### config.mk
export PLATFORM = sky130hd
export DESIGN_NAME = r2q_sqrt_cell
export DESIGN_NICKNAME = d
export VERILOG_FILES = /design/src/rtl/r2q_pkg.sv /design/src/rtl/r2q_sqrt_cell.sv
export SDC_FILE = /design/constraint.sdc
export NUM_CORES = 1
export LEC_CHECK = 0
export BUFFER_PORTS_ARGS = -buffer_cell sky130_fd_sc_hd__buf_2
export CORE_UTILIZATION = 51
export DETAILED_ROUTE_END_ITERATION = 10
export HOLD_SLACK_MARGIN = 0.02
export PLACE_DENSITY = 0.85
export SYNTH_ARGS = -nofsm -noshare
export SYNTH_HDL_FRONTEND = slang
export SYNTH_SLANG_ARGS = --single-unit
### constraint.sdc
create_clock -name aclk -period 4.5 [get_ports aclk]
set_input_delay 0.45 -clock aclk [delete_from_list [all_inputs] [get_ports aclk]]
set_output_delay 0.45 -clock aclk [all_outputs]
set_load 0.03 [all_outputs]
### src/rtl/r2q_pkg.sv
// Shared constants for the rotation matrix to quaternion core.
package r2q_pkg;
    localparam int ELEM_W  = 16;    // width of one matrix element / quaternion component
    localparam int NUM_IN  = 9;     // matrix elements per input word
    localparam int NUM_Q   = 4;     // quaternion components
    localparam int QBITS   = 17;    // quotient bits kept before saturation
    localparam logic [ELEM_W-1:0] SAT_POS = 16'h7FFF;
    localparam logic [ELEM_W-1:0] SAT_NEG = 16'h8000;
endpackage

### src/rtl/r2q_sqrt_cell.sv
// One cell of the integer square root chain: resolves one root bit per cycle while en is high.
module r2q_sqrt_cell #(
    parameter int RW = 16
) (
    input  logic            aclk,
    input  logic            en,
    input  logic [RW+1:0]   rem_i,
    input  logic [RW-1:0]   root_i,
    input  logic [2*RW-1:0] rad_i,
    output logic [RW+1:0]   rem_o,
    output logic [RW-1:0]   root_o,
    output logic [2*RW-1:0] rad_o
);
    import r2q_pkg::*;

    logic [RW+3:0]   rem_sh;
    logic [RW+3:0]   trial;
    logic            take;
    logic [RW+1:0]   rem_next;
    logic [RW-1:0]   root_next;
    logic [2*RW-1:0] rad_next;
    logic [RW+1:0]   rem_reg;
    logic [RW-1:0]   root_reg;
    logic [2*RW-1:0] rad_reg;

    always_comb begin
        rem_sh    = {rem_i, rad_i[2*RW-1 -: 2]};
        trial     = {2'b00, root_i, 2'b01};
        take      = (rem_sh >= trial);
        rem_next  = take ? (RW+2)'(rem_sh - trial) : rem_sh[RW+1:0];
        root_next = {root_i[RW-2:0], take};
        rad_next  = {rad_i[2*RW-3:0], 2'b00};
    end

    always_ff @(posedge aclk) begin
        if (en) begin
            rem_reg  <= rem_next;
            root_reg <= root_next;
            rad_reg  <= rad_next;
        end
    end

    assign rem_o  = rem_reg;
    assign root_o = root_reg;
    assign rad_o  = rad_reg;
endmodule

Word-level counts from Yosys, hierarchy flattened --
Index checks and enable logic that the tools add are counted.
Operators by class: $lt $le $gt $ge 1, mux-type cells 1, add/sub/neg operators 1
Operators with widths (number):
- 20-bit by 18-bit >= comparator with 1-bit output | 1
- 18-bit two-way mux | 1
- 18-bit subtractor | 1
Storage, ports and cells: bits of input ports 68, word-level logic and storage cells 6, output and inout bits 66, bits in registers 64

Logic depth before layout (Yosys ltp) --
Gate-level depths: netlist of run 1.
depth in word-level cells 2, mapped depth 11, depth with buffers taken out 9

Worst setup path after synthesis of run 1 --
Ideal clock, no wire load.
path kind input to register, start point input root_i[7], end point register rem_reg[10], in the netlist rem_o[10] (data pin), stages on the path 11, arrival time 2164 ps, setup slack 2076 ps, library setup time 260 ps, buffers on the path 2, data required time 4240 ps, cell sequence inv_1 -> ha_1 -> buf_2 -> nand2_1 -> nor2_1 -> nand3_1 -> nor2_1 -> o21ai_2 -> o211ai_4 -> buf_6 -> mux2_2
Between the ends: longest elaborated chain between the ends 2, elaborated cells on any way between the ends 3, those cells by class 1 x add/sub; 1 x order compare; 1 x mux
Ends and longest elaborated chain:
- start: declaration | line r2q_sqrt_cell.sv:8 | input logic [RW-1:0] root_i,
- 20-bit by 18-bit >= comparator with 1-bit output | line r2q_sqrt_cell.sv:29 | take = (rem_sh >= trial);
- named net take | line r2q_sqrt_cell.sv:18 | logic take;
- 18-bit two-way mux | line r2q_sqrt_cell.sv:30 | rem_next = take ? (RW+2)'(rem_sh - trial) : rem_sh[RW+1:0];
- named net rem_next[10] | line r2q_sqrt_cell.sv:19 | logic [RW+1:0] rem_next;
- end signal: assignment | line r2q_sqrt_cell.sv:37 | rem_reg <= rem_next;
- end: declaration | line r2q_sqrt_cell.sv:22 | logic [RW+1:0] rem_reg;
The timed path passes the listed nets, and every way through them passes these cells. A chain may end at the register's enable or synchronous reset.

Worst setup path after layout of run 1 --
start point input root_i[7], end point register rem_reg[11], in the netlist rem_o[11] (data pin)
Between the ends: longest elaborated chain between the ends 2, elaborated cells on any way between the ends 3, those cells by class 1 x add/sub; 1 x order compare; 1 x mux
Ends and longest elaborated chain (line):
- 18-bit subtractor / 20-bit by 18-bit >= comparator with 1-bit output (equally long branches) | r2q_sqrt_cell.sv:30, r2q_sqrt_cell.sv:29
- 18-bit two-way mux (*) | r2q_sqrt_cell.sv:30
- named net rem_next[11] | r2q_sqrt_cell.sv:19
Mark *: on every way through the listed nets, which the timed path passes. The rest lies on a longest branch.

==> results.json, run 1 <==
{
  "status": "finished clean",
  "io_pins": 134,
  "synth_top_cells_by_area": "edfxtp_1, ha_1, mux2_2",
  "grt_remaining_overflow": 0,
  "gp_congestion": 0.849,
  "grt_max_degree": 41,
  "p_sw_mw": 0.494,
  "drt_wl_total_mm": 6.54,
  "ant_nets": 0,
  "initial_core_util_pct": 53.0,
  "synth_top_cell_area_share_pct": 61.2,
  "route.vias.total": 2310,
  "fmax_ghz": 0.405,
  "p_per_area_nw_per_um2": 401,
  "end_kind": "flip-flop",
  "antennaDiodeCount": 0,
  "cts_resized": 0,
  "use_met2_pct": 33.6,
  "ys_seq_area_share_pct": 61.2,
  "clk_pin_slew_ps": 70,
  "core_um2": 5920,
  "die_w_um": 80.4,
  "via_per_inst": 5.16,
  "drc": 0,
  "finish.utilization_pct": 68.3,
  "min_path_cells": 1,
  "avgSynthCellArea_um2": 13.6,
  "fin_crit_ps": 2470,
  "synth_largest_area_cell": "edfxtp_1",
  "top_usage_layer": "met2",
  "final_cell_mix": "buf_2, edfxtp_1, inv_1",
  "hold_violations": 0,
  "path_class": "in -> reg",
  "p_leak_nw": 1.80,
  "cts_tree": "done",
  "layout.nets": 454,
  "cts_sinks": 64,
  "post_drt_wl_per_cell_um": 14.6,
  "finalSetupTns_ps": 0,
  "min_from": "rad_i[7]",
  "p_int_mw": 1.13,
  "final_common_cell": "buf_2",
  "place_ws_ps": 1680,
  "cts_root_buf": "clkbuf_8",
  "cts_buffers": 9,
  "nFillCells": 416,
  "p_comb_share_pct": 25.0,
  "ys_warn_count": 0,
  "syn_inst": 230,
  "fin_crit_sh_pct": 54.9,
  "grtUsageMet1_pct": 25.6,
  "rsz0062_at_grt": "no",
  "yosysUniqueCellTypes": 43,
  "dp_hpwl_mm": 4.92,
  "sw_frac_of_total_pct": 30.5,
  "finalMaxSlewViolations": 0,
  "synth_edf_count": 64,
  "io_buffer_count": 131,
  "grt_pass1_vias": 2075,
  "die-area_um2": 6470,
  "drt_iter0_drc": 127,
  "holdWs_ps": 284,
  "syn_area_um2": 3140,
  "seq_power_share_pct": 45.9,
  "pwr-share-clk_pct": 29.1,
  "clockBufferDepth": 2,
  "cp.arrival_ps": 2550,
  "grt_use_total_pct": 20.8,
  "peakVddDrop_mv": 0.225,
  "holdPathEnd": "rad_o[9]",
  "synthFlopType": "edfxtp_1",
  "drv_cap": 0,
  "hp-class": "in -> reg",
  "rows": 28,
  "die_h_um": 80.4,
  "worst-path-max-fanout": 19,
  "post_cts_buffers": 0,
  "grt_pass1_wl_mm": 9.78,
  "worstPathRequired_ps": 4580,
  "synth-seq-cells": 64,
  "setup_slack_ps": 2030,
  "cts_hold_buf": 0,
  "start_kind": "input port",
  "met3_usage_pct": 6.36,
  "grt_antenna_before_repair": 0,
  "relSlewSlack_pct": 53.7,
  "worst_pin_slew_ps": 691,
  "synthToLayoutAreaGrowth_pct": 28.9,
  "drive_gt1_share_pct": 44.5,
  "async_flop_share_pct": 0,
  "dr.pass1.iters": 4,
  "cts_htree_levels": 3,
  "setup_viol": 0
}
## power by group through the flow
stage	clock, mW	sequential [mW]	combinational [mW]
after CTS	0.480	0.744	0.408
final	0.471	0.744	0.406
after detailed placement	0	0.757	0.407
after global routing	0.498	0.749	0.438
after global placement	0	0.755	0.397
after floorplan	0	0.885	0.156
## through the flow
| step | cell area, um2 | instances | total power [mW] |
|---|---|---|---|
| floorplan | 3140 | 231 | 1.04 |
| global placement | 3860 | 432 | 1.15 |
| detailed placement | 3860 | 432 | 1.16 |
| CTS | 4050 | 448 | 1.63 |
| global route | 4050 | 448 | 1.69 |
| finish | 4050 | 448 | 1.62 |
## flip-flops by register name (all words and copies together) (netlist names)
name	count
rad_o	30
rem_o	18
root_o	16
## worst max path at each step
stage,start,to,cells past startpoint
floorplan,root_i[7],rem_o[10],11
global placement,root_i[7],rem_o[9],8
detailed placement,root_i[7],rem_o[4],8
CTS,root_i[7],rem_o[11],8
global route,root_i[7],rem_o[9],8
finish,root_i[7],rem_o[11],8
## routing by layer
metal	routed length [um]	vias to the layer above	share of wire [%]
met3	602	6	9.2
met5	0	-	0
met2	3230	117	49
li1	-	1139	-
met4	49	0	0.75
met1	2660	1048	41
## Yosys cell counts (3+ instances only)
library cell / instances
nand3_1: 5
a211oi_1: 3
mux2i_1: 3
a31oi_1: 3
edfxtp_1: 64
xor2_1: 4
nor2_1: 11
a21oi_1: 15
nor3_1: 6
ha_1: 18
mux2_2: 13
o21a_1: 6
nand2b_1: 3
inv_1: 20
nand2_1: 12
xnor2_1: 10
## worst max-delay path, cell delays in order
cell and delay [ps]:
buf_2 90, inv_1 40, ha_1 420, a21oi_1 110, o21ai_1 250, a31oi_1 190
o211ai_4 600, mux2_2 410
## cell type report
type / instances / area (um2) / share of cell area [%]
clock buffer: 10 / 128 / 3.15
tap: 75 / 93.8 / 2.32
inverter: 20 / 75.1 / 1.86
clock inverter: 6 / 60.1 / 1.48
multi-input combinational: 141 / 1100 / 27.3
sequential: 64 / 1920 / 47.5
timing repair buffer: 132 / 663 / 16.4
## cell families after synthesis
family / count (synthesis) / synth area share [%]
AO/OA/AOI/OAI: 43 / 10.4
XOR/XNOR: 14 / 3.91
adder cells (fa/ha/maj): 18 / 7.18
buffers and inverters: 26 / 3.67
flip-flops: 64 / 61.2
multiplexers: 18 / 6.34
other: 1 / 0.120
AND/OR/NAND/NOR: 46 / 7.14
No activity file was read; power rests on OpenSTA's default activity.
==> run 2, diff against run 1 <==
- CORE_UTILIZATION: 51 -> 48
- PLACE_DENSITY: 0.85 -> 0.8
- clock period: 4.5 -> 2.5 ns (I/O delays scaled with it)
==> run 2 against run 1 <==
Compared with the run above:
- sequential cell count unchanged
- sequential share of layout area shrank 1.0 points
- die area rose by 6.1%
- global-route usage about the same
- hold slack got worse by 200 ps
- non-clock buffer count rose by 10
- clock power is 78% higher
- setup slack lost 1600 ps
- combinational power grew 86%
- via count grew 0.65%
- cell count increased by 2.7%
- count of clock-buffer cells in the layout unchanged
- largest power group unchanged
- highest routed layer unchanged
==> results.json, run 2 (same netlist as run 1, synthesis figures left out) <==
{
  "status": "finished clean",
  "fmax_ghz": 0.488,
  "clk_pin_slew_ps": 70,
  "clockBufferDepth": 2,
  "p_leak_nw": 1.85,
  "gp_congestion": 0.858,
  "nFillCells": 491,
  "drive_gt1_share_pct": 45.7,
  "rsz0062_at_grt": "no",
  "p_per_area_nw_per_um2": 709,
  "end_kind": "flip-flop",
  "fin_crit_ps": 2050,
  "core_um2": 6310,
  "wl_met2_mm": 3.25,
  "cts_tree": "done",
  "cts_hold_buf": 0,
  "layout.nets": 464,
  "final_common_cell": "buf_2",
  "die_w_um": 82.9,
  "cp.arrival_ps": 2140,
  "path_class": "in -> reg",
  "sw_frac_of_total_pct": 30.2,
  "grt_remaining_overflow": 0,
  "ant_nets": 0,
  "cts_root_buf": "clkbuf_8",
  "setup_slack_ps": 449,
  "dr.pass1.iters": 4,
  "post_drt_wl_per_cell_um": 14.6,
  "worstPathRequired_ps": 2590,
  "synthToLayoutAreaGrowth_pct": 31.8,
  "grt_use_total_pct": 20.7,
  "p_comb_share_pct": 25.7,
  "largest_reg_flops": 30,
  "grt_pass1_vias": 2308,
  "grt_antenna_before_repair": 0,
  "die-area_um2": 6860,
  "die_h_um": 82.9,
  "cts_htree_levels": 3,
  "top_layer": "met4",
  "met3RoutedLength_um": 410,
  "cts_resized": 0,
  "start_kind": "input port",
  "grt_pass1_wl_mm": 11.1,
  "place_area_um2": 3950,
  "setup_viol": 0,
  "grt_max_degree": 65,
  "final_cell_mix": "buf_2, edfxtp_1, inv_1",
  "finalSetupTns_ps": 0,
  "antennaDiodeCount": 0,
  "cts_sinks": 64,
  "drt_wl_total_mm": 6.74,
  "hold_violations": 0,
  "seq_power_share_pct": 45.7,
  "peakVddDrop_mv": 0.491,
  "hp-class": "in -> reg",
  "drt_iter0_drc": 98,
  "cts_buffers": 9,
  "m1WireLength_mm": 2.97,
  "route.vias.total": 2325,
  "place_inst": 444,
  "dp_hpwl_mm": 5.14,
  "initial_core_util_pct": 49.7,
  "drv_cap": 0,
  "via_per_inst": 5.05,
  "worst-path-max-fanout": 9,
  "p_int_mw": 2.05,
  "place_ws_ps": 115,
  "p_sw_mw": 0.886,
  "fin_crit_sh_pct": 82.0,
  "finalMaxSlewViolations": 0,
  "final_cells": 460,
  "design_area_um2": 4140,
  "pwr-share-clk_pct": 28.7,
  "io_buffer_count": 131,
  "post_cts_buffers": 0,
  "drc": 0,
  "io_pins": 134,
  "rows": 29
}
## run 2: cell type report
class	count	area, um2	share of cell area, %
sequential	64	1920	46.5
multi-input combinational	141	1100	26.7
timing repair buffer	142	751	18.1
clock buffer	10	128	3.09
tap	77	96.3	2.33
inverter	20	75.1	1.81
clock inverter	6	60.1	1.45
## run 2: layer usage
metal	vias up	GRT usage [%]
met5	-	0
li1	1150	-
met1	1067	25.4
met3	12	7.06
met4	0	6.90
met2	96	34.4
## run 2: path summary, 6_finish.rpt
path / startpoint / end / slack, ps / cells past startpoint
hold / removal: rad_i[5] / rad_o[7] / 80 / 1
setup / recovery: rem_i[1] / rem_o[16] / 450 / 10
## run 2: worst max-delay path: stages
cell and delay (ps):
buf_2 120, ha_1 360, o211ai_1 180, a21oi_1 80, nor2b_2 210, o21ai_2 110
o21ai_2 200, o211ai_4 110, buf_4 200, mux2_1 330
## run 2: power by group through the flow
stage / Clock [mW] / Combinational [mW] / Sequential (mW)
2_1_floorplan: 0 / 0.280 / 1.59
3_3_place_gp: 0 / 0.739 / 1.36
3_5_place_dp: 0 / 0.754 / 1.36
4_1_cts: 0.864 / 0.758 / 1.34
5_1_grt: 0.910 / 0.809 / 1.35
6_report: 0.840 / 0.754 / 1.34
## run 2: through the flow
stage | total power, mW | util [%] | hold slack, ps
floorplan | 1.87 | - | 349
global placement | 2.10 | 62.5 | 427
detailed placement | 2.12 | 62.5 | 429
CTS | 2.96 | 65.5 | 70.7
global route | 3.07 | 65.5 | 59.2
finish | 2.93 | 65.5 | 82.9
