===== config.mk =====
export PLATFORM = sky130hd
export DESIGN_NAME = r2q_div_cell
export DESIGN_NICKNAME = d
export VERILOG_FILES = /design/src/rtl/r2q_pkg.sv /design/src/rtl/r2q_div_cell.sv
export SDC_FILE = /design/constraint.sdc
export NUM_CORES = 1
export LEC_CHECK = 0
export BUFFER_PORTS_ARGS = -buffer_cell sky130_fd_sc_hd__buf_2
export CORE_UTILIZATION = 40
export CTS_BUF_LIST = sky130_fd_sc_hd__clkbuf_8
export DETAILED_ROUTE_END_ITERATION = 7
export PLACE_DENSITY_LB_ADDON = 0.15
export SETUP_SLACK_MARGIN = 0.4
export SLEW_MARGIN = 20
export SYNTH_ARGS = -nofsm -noshare
export SYNTH_HDL_FRONTEND = slang
export SYNTH_SLANG_ARGS = --single-unit

===== constraint.sdc =====
create_clock -name aclk -period 2.7 [get_ports aclk]
set_clock_uncertainty 0.1 [all_clocks]
set_input_delay 0.27 -clock aclk [delete_from_list [all_inputs] [get_ports aclk]]
set_output_delay 0.27 -clock aclk [all_outputs]
set_load 0.01 [all_outputs]

===== src/rtl/r2q_pkg.sv =====
// Shared constants for the rotation matrix to quaternion core.
package r2q_pkg;
    localparam int ELEM_W  = 16;    // width of one matrix element / quaternion component
    localparam int NUM_IN  = 9;     // matrix elements per input word
    localparam int NUM_Q   = 4;     // quaternion components
    localparam int QBITS   = 17;    // quotient bits kept before saturation
    localparam logic [ELEM_W-1:0] SAT_POS = 16'h7FFF;
    localparam logic [ELEM_W-1:0] SAT_NEG = 16'h8000;
endpackage


===== src/rtl/r2q_div_cell.sv =====
// One cell of a restoring divider chain: resolves quotient bit SHIFT.
module r2q_div_cell #(
    parameter int XW    = 64,
    parameter int RW    = 16,
    parameter int SHIFT = 0
) (
    input  logic                      aclk,
    input  logic                      en,
    input  logic [XW-1:0]             rem_i,
    input  logic [RW-1:0]             den_i,
    input  logic [r2q_pkg::QBITS-1:0] q_i,
    output logic [XW-1:0]             rem_o,
    output logic [RW-1:0]             den_o,
    output logic [r2q_pkg::QBITS-1:0] q_o
);
    import r2q_pkg::*;

    logic [XW-1:0]    den_sh;
    logic             take;
    logic [XW-1:0]    rem_reg;
    logic [RW-1:0]    den_reg;
    logic [QBITS-1:0] q_reg;

    always_comb begin
        den_sh = XW'(den_i) << SHIFT;
        take   = (rem_i >= den_sh);
    end

    always_ff @(posedge aclk) begin
        if (en) begin
            rem_reg <= take ? (rem_i - den_sh) : rem_i;
            den_reg <= den_i;
            q_reg   <= {q_i[QBITS-2:0], take};
        end
    end

    assign rem_o = rem_reg;
    assign den_o = den_reg;
    assign q_o   = q_reg;
endmodule


* Word level (Yosys, flattened, before mapping)
Index checks and enable logic that the tools add are counted.
** Word-level totals
- Input port bits :: 99
- Word-level logic and storage cells :: 6
- Flip-flop bits (word level) :: 97
** Operators by class
- Order comparisons :: 1
- Multiplexer cells :: 1
- Add/subtract/negate cells :: 1
** Operators with widths (number)
- >= comparator 64 x 16 -> 1 bit :: 1
- two-way mux 64 bit :: 1
- subtractor 64 x 16 -> 64 bit :: 1

* Logic depth before layout (Yosys ltp)
Gate-level depths: netlist of the first run.
- Depth in word-level cells :: 2
- Depth in mapped cells :: 12
- Gate-level depth less buffers :: 11

* Least setup slack after synthesis of the first run
Ideal clock, no wire load.
- Path kind :: input-to-reg
- Start point :: input rem_i[38]
- End point :: register rem_reg[39] (netlist: rem_o[39]) (data pin)
- Required time :: 2.329 ns
- Stages :: 8
- Path buffers :: 1
- Arrival :: 2.542 ns
- Slack :: -0.213 ns
- Cells stage by stage :: or4_1 > or4_4 > nor4_2 > nand3_2 > o41ai_4 > buf_2 > nor4_1 > xor2_1
** Between the ends
- Longest elaborated chain between the ends :: 2
** Ends and longest elaborated chain
- start: declaration :: line r2q_div_cell.sv:9 : input logic [XW-1:0] rem_i,
- subtractor 64 x 16 -> 64 bit or >= comparator 64 x 16 -> 1 bit (tied branches) :: line r2q_div_cell.sv:31, r2q_div_cell.sv:26
- two-way mux 64 bit * :: line r2q_div_cell.sv:31 : rem_reg <= take ? (rem_i - den_sh) : rem_i;
- end signal: assignment :: line r2q_div_cell.sv:31
- end: declaration :: line r2q_div_cell.sv:20 : logic [XW-1:0] rem_reg;
Every way passes the cells marked *; elsewhere a longest branch is shown, timed or not.
A chain may end at the register's enable or synchronous reset.

* Final worst setup path of the first run
- Start point :: input rem_i[38]
- End point :: register rem_reg[37] (netlist: rem_o[37]) (data pin)
** Between the ends
- Longest elaborated chain between the ends :: 2
** Ends and longest elaborated chain
- >= comparator 64 x 16 -> 1 bit :: line r2q_div_cell.sv:26 : take = (rem_i >= den_sh);
- two-way mux 64 bit :: line r2q_div_cell.sv:31
Every way passes these cells.

==> out/results.ini, run 1 <==
[run_status]
status=completed

[sta]
fin_crit_sh_pct=95.08
fin_ws_ns=0.1330
finalCriticalPeriod_ns=2.567
timing.hold.ws_ns=0.07872
grt_setup_unrepaired=yes
finalSetupTns_ns=0
slew_headroom_pct=56.89
finalMaxSlewViolations=0
tightest_slew_ns=0.6467
setup_violations=0
max_freq_ghz=0.3896
hold_viol_final=0

[clock_network]
cts_buffers=9
path_clk_slew_ns=0.09
clockBufferDepth=2
clock_sinks=97
cts_htree_levels=3
cts_tree=done
root_buffer=clkbuf_8

[logic_synthesis]
syn-cell-area_sq_um=5097
synth_seq_cells=97
synth_seq_area_share_pct=57.14
synth_cell_types=49
syn_avg_cell_area_sq_um=11.56
synth_fp_nets=557
synth_cells=441
async_flop_share_pct=0
ys.warnings.count=0
synth-edff-count=97
synthFlopType=edfxtp_1

[setup_path]
start_kind=input pin
cp_max_fo=4
cp.required_ns=2.73
arrival_ns=2.60
slowest_delay_ns=0.52
crit_type=in2reg
worst_path_max_delay_cell=or4_4
path_cells=buf_6 -> or4_4 -> or4_4 -> nor4_4 -> nand3_2 -> o41ai_4 -> buf_6 -> buf_12 -> clkbuf_16 -> nor3_2 -> xor2_1
crit_path_end_kind=register

[placed_design]
port_buffers=194
place.gp.congestion=0.8731
hpwl_um=10160
placed_cell_area_sq_um=6957
pre_cts_ws_ns=-0.3179
placed_cells=866

[finish]
final_cell_count_no_fill=936
final_common_cell=buf_2
area_delta_synth_final_pct=62.30
drive_above_1_share_pct=52.21
fin_area_sq_um=8273
layout.nets=881
diodes=0
fillers=992
mostFrequentLayoutCells=buf_2 (192), edfxtp_1 (97), buf_4 (78)

[global_routing]
grt_pass1_vias=4490
grt_antenna_before_repair=0
grt_use_total_pct=22.31
gr-total-overflow=0
grt_max_degree=49
grt_pass1_wl_um=22220

[detailed_routing]
wire_per_inst_um=15.88
finalWirelength_um=14860
drtIter0Drc=306
ant_nets=0
routed_via_density=4.969
via_count=4651
drc=0
drt-pass1-iter-count=5

[pwr]
p_sw_share_pct=27.89
ir_drop_v=0.0002608
p_sw_mw=1.041
power-per-cell-area_nw_per_um2=451.3
p_seq_share_pct=49.7
intPower_mw=2.692
p_clk_share_pct=24.6
power_frac_comb_pct=25.6
p_leak_nw=3.464

[worst_hold_path]
min_delay_path_depth=3
holdPathEnd=rem_o[11]$_DFFE_PP_
min_path_type=in2reg
hold_start=rem_i[11]

[floorplan]
core_sq_um=12210
die-area_sq_um=13200
chipWidth_um=114.9
initial_core_util_pct=41.74
ios=196
die_h_um=114.9
rows=40

[flow_run]
max-cap-violations=0

## synth_stat cells, drive strengths merged (3+ instances only)
library cell,number,area share (%)
nand2b,7,0.86
a21o,4,0.59
nand2,28,2.1
buf,4,0.44
or3,9,1.1
a21oi,22,2.2
nand3,11,1.2
nand3b,4,0.59
nor2,33,2.4
nor4b,4,0.69
xnor2,11,1.9
nor4,21,2.9
o21ai,19,1.9
or4,5,0.81
o21bai,3,0.44
ha,16,3.9
clkbuf,11,0.81
nor3,25,2.5
xor2,45,7.7
edfxtp,97,57
nor2b,4,0.49
nand4,3,0.37
inv,25,1.8
o31ai,3,0.44
o41ai,3,0.88
## per-layer routing
| layer | GRT usage (%) | wire (um) | vias up |
|---|---|---|---|
| li1 | - | - | 2286 |
| met1 | 27.87 | 6296 | 2194 |
| met2 | 38.47 | 7491 | 147 |
| met3 | 3.374 | 721 | 24 |
| met4 | 9.610 | 349 | 0 |
| met5 | 0 | 0 | - |
## state kept, by name, indices dropped and copies added (netlist names)
name,flops
rem_o,64
q_o,17
den_o,16
## timing repair
item,CTS,global route
endpoints found under the setup margin,62,64
hold buffers,32,0
endpoints found under the hold margin,32,0
gates cloned,6,2
buffers inserted,10,6
pin swaps,12,19
gates resized for setup,57,57
## worst max-delay path by stage
| stage | startpoint | to | cells after the start |
|---|---|---|---|
| after floorplan | rem_i[38] | rem_o[39]$_DFFE_PP_ | 8 |
| after global placement | rem_i[38] | rem_o[9]$_DFFE_PP_ | 10 |
| final | rem_i[38] | rem_o[37]$_DFFE_PP_ | 11 |
| after global routing | rem_i[38] | rem_o[37]$_DFFE_PP_ | 11 |
| after detailed placement | rem_i[38] | rem_o[47]$_DFFE_PP_ | 9 |
| after CTS | rem_i[38] | rem_o[9]$_DFFE_PP_ | 11 |
## kinds of logic (layout without fill, tap and decap cells)
logic type      after synthesis  after routing  synth area share, %
simple gates                164            164                17.50
xor+xnor                     56             56                9.622
buf+inv                      40            367                3.093
fa+ha+maj                    17             17                4.320
flops                        97             97                57.14
compound gates               67             67                8.321
## cell type report
cell class              instances  area, sq um  share of cell area [%]
clock inverters                 5        50.05                  0.6050
inverters                      25        101.3                   1.225
repair buffers                325         2251                   27.21
repair inverters                3        26.28                  0.3176
clock buffers                   9        123.9                   1.497
multi-input cells             304         2597                   31.40
flip-flops and latches         97         2913                   35.21
well taps                     168        210.2                   2.541
## critical path: cells and delay by family
family                    cells  cell delay, ns
and+or+nand+nor               5            1.31
AOI/OAI and AO/OA             1            0.31
buffers and inverters         4            0.54
xor gates and xnor gates      1            0.14
## metrics by stage
step	power, mW	util [%]
6_report	3.733	67.75
4_1_cts	3.677	64.39
5_1_grt	3.883	67.75
2_1_floorplan	2.245	-
3_3_place_gp	2.657	56.97
3_5_place_dp	2.670	56.97
## power by group through the flow
stage / logic (mW) / registers [mW] / clock network [mW]
global route: 1.03 / 1.87 / 0.983
global placement: 0.767 / 1.89 / 0
detailed placement: 0.780 / 1.89 / 0
floorplan: 0.273 / 1.97 / 0
CTS: 0.879 / 1.86 / 0.940
finish: 0.957 / 1.86 / 0.920
No activity file was read; power rests on OpenSTA's default activity.
==> inputs of run 2 (changes only) <==
CORE_MARGIN = 8   (was default)
CORE_UTILIZATION = 44   (was 40)
==> out/results.ini, run 2 (synthesis gave the netlist of run 1 again) <==
[pwr]
report.power.total_mw=3.623  ; -3.0%
ir_drop_v=0.0002565  ; -1.6%
power-per-cell-area_nw_per_um2=456.7  ; +1.2%
p_leak_nw=3.352  ; -3.2%

[flow_run]
max-cap-violations=0  ; unchanged

[sta]
setup_violations=0  ; unchanged
grt_setup_unrepaired=yes
slew_headroom_pct=63.56  ; +6.7 points
max_freq_ghz=0.3990  ; +2.4%
fin_ws_ns=0.1938  ; +0.06087 ns
finalCriticalPeriod_ns=2.506  ; -0.06087 ns
tightest_slew_ns=0.5466  ; -0.1002 ns
timing.hold.ws_ns=0.09896  ; +0.02024 ns
hold_viol_final=0  ; unchanged
finalMaxSlewViolations=0  ; unchanged
fin_crit_sh_pct=92.82  ; -2.3 points

[global_routing]
gr-total-overflow=0  ; unchanged
grt_pass1_vias=4783  ; +6.5%
grt_max_degree=58  ; +18%
grt_use_total_pct=19.92  ; -2.4 points
grt_pass1_wl_um=23570  ; +6.1%
grt_antenna_before_repair=1  ; +1

[worst_hold_path]
min_path_type=in2reg

[clock_network]
cts_htree_levels=3  ; unchanged
clockBufferDepth=2  ; unchanged
clock_sinks=97  ; unchanged
cts_tree=done
cts_buffers=9  ; unchanged
root_buffer=clkbuf_8
path_clk_slew_ns=0.10  ; about the same

[detailed_routing]
finalWirelength_um=15830  ; +6.5%
ant_nets=0  ; unchanged
drc=0  ; unchanged
wire_per_inst_um=17.49  ; +10%
drtIter0Drc=426  ; +39%
via_count=4675  ; +0.52%
routed_via_density=5.166  ; +4.0%
drt-pass1-iter-count=4  ; -1

[finish]
postLayoutCoreUtil_pct=69.77  ; +2.0 points
final_common_cell=buf_2
fillers=867  ; -13%
layout.nets=872  ; -1.0%
fin_area_sq_um=7933  ; -4.1%
largest_register_ffs=64  ; unchanged
mostFrequentLayoutCells=buf_2 (191), edfxtp_1 (97), buf_4 (81)
area_delta_synth_final_pct=55.62
drive_above_1_share_pct=47.89  ; -4.3 points

[floorplan]
die-area_sq_um=15290  ; +16%
core_sq_um=11370  ; -6.9%
initial_core_util_pct=44.83  ; +3.1 points
chipWidth_um=123.6  ; +7.6%
die_h_um=123.6  ; +7.6%
rows=39  ; -2.5%
ios=196  ; unchanged

[setup_path]
arrival_ns=2.53  ; -0.07 ns
endpoint=rem_o[62]$_DFFE_PP_
cp.required_ns=2.73  ; about the same
crit_path_end_kind=register
cp_max_fo=7  ; +3
cp-startpoint=rem_i[38]
path_cells=buf_6 -> or4_4 -> or4_4 -> nor4_4 -> nand3_2 -> o41ai_4 -> buf_12 -> buf_12 -> nor4_4 -> xor2_1
worst_path_max_delay_cell=or4_4
start_kind=input pin
crit_type=in2reg
slowest_delay_ns=0.52  ; about the same

[placed_design]
pre_cts_ws_ns=-0.3655  ; -0.04761 ns
place.gp.congestion=0.8649  ; -0.94%
hpwl_um=11720  ; +15%
placed_cell_area_sq_um=6950  ; about the same
port_buffers=194  ; unchanged

[run_status]
status=completed

## run 2: cell types whose count changed in the layout (fill, tap and decap cells not counted), moves of 3 or more
| cell | before | now |
|---|---|---|
| a21oi_1 | 14 | 20 |
| a21oi_2 | 7 | 1 |
| buf_4 | 78 | 81 |
| buf_6 | 11 | 7 |
| nor2_1 | 24 | 30 |
| nor2_4 | 5 | 1 |
| nor3_1 | 9 | 13 |
| nor3_4 | 5 | 0 |
| nor4_2 | 14 | 8 |
| nor4_4 | 3 | 7 |
| o21ai_0 | 10 | 16 |
| o21ai_2 | 6 | 1 |
## run 2: power breakdown
| part | total (mW) | switching (mW) | internal, mW |
|---|---|---|---|
| Clock | 0.848 | 0.523 | 0.326 |
| Combinational | 0.917 | 0.484 | 0.433 |
| Sequential | 1.86 | 0.0356 | 1.82 |
| Total | 3.62 | 1.04 | 2.58 |
## run 2: per-stage QoR
stage | setup TNS (ns) | cells
global placement | -10.93 | 841
CTS | 0 | 894
floorplan | -2.096 | 441
global route | 0 | 904
finish | 0 | 905
detailed placement | -13.34 | 841
## run 2: worst min-delay path by stage
stage / from / endpoint / depth (start not counted)
floorplan: den_i[0] / den_o[0]$_DFFE_PP_ / 0
global placement: q_i[10] / q_o[11]$_DFFE_PP_ / 1
detailed placement: q_i[6] / q_o[7]$_DFFE_PP_ / 1
CTS: rem_i[11] / rem_o[11]$_DFFE_PP_ / 3
global route: rem_i[42] / rem_o[42]$_DFFE_PP_ / 3
finish: rem_i[42] / rem_o[42]$_DFFE_PP_ / 3
## run 2: timing repair
item / CTS / global route
gates resized for setup: 27 / 38
endpoints found under the hold margin: 32 / 0
gates cloned: 1 / 1
buffers inserted: 5 / 8
setup endpoints to repair: 62 / 63
hold buffers: 32 / 0
pin swaps: 12 / 17
## run 2: routing by layer
| metal | routed length (um) | up-vias | share of wire, % | GRT usage, % |
|---|---|---|---|---|
| li1 | - | 2259 | - | - |
| met1 | 6178 | 2222 | 39 | 23.53 |
| met2 | 8025 | 173 | 51 | 34.32 |
| met3 | 1339 | 21 | 8.5 | 4.941 |
| met4 | 285 | 0 | 1.8 | 7.600 |
| met5 | 0 | - | 0 | 0 |
## run 2: critical path, delay by kind of cell
| kind | cells | cell delay (ns) |
|---|---|---|
| and+or+nand+nor | 5 | 1.32 |
| AOI/OAI and AO/OA | 1 | 0.34 |
| xor gates and xnor gates | 1 | 0.17 |
| buffers and inverters | 3 | 0.41 |
## run 2: area by class of cell
cell class                 instances  area, sq um  share of cell area (%)
antenna                            2        5.005                 0.06309
tap                              143        178.9                   2.256
timing repair buffer             318         2098                   26.45
clock buffer                       9        123.9                   1.562
sequential                        97         2913                   36.72
multi-input combinational        305         2476                   31.21
inverter                          25        101.3                   1.278
clock inverter                     6        36.28                  0.4574
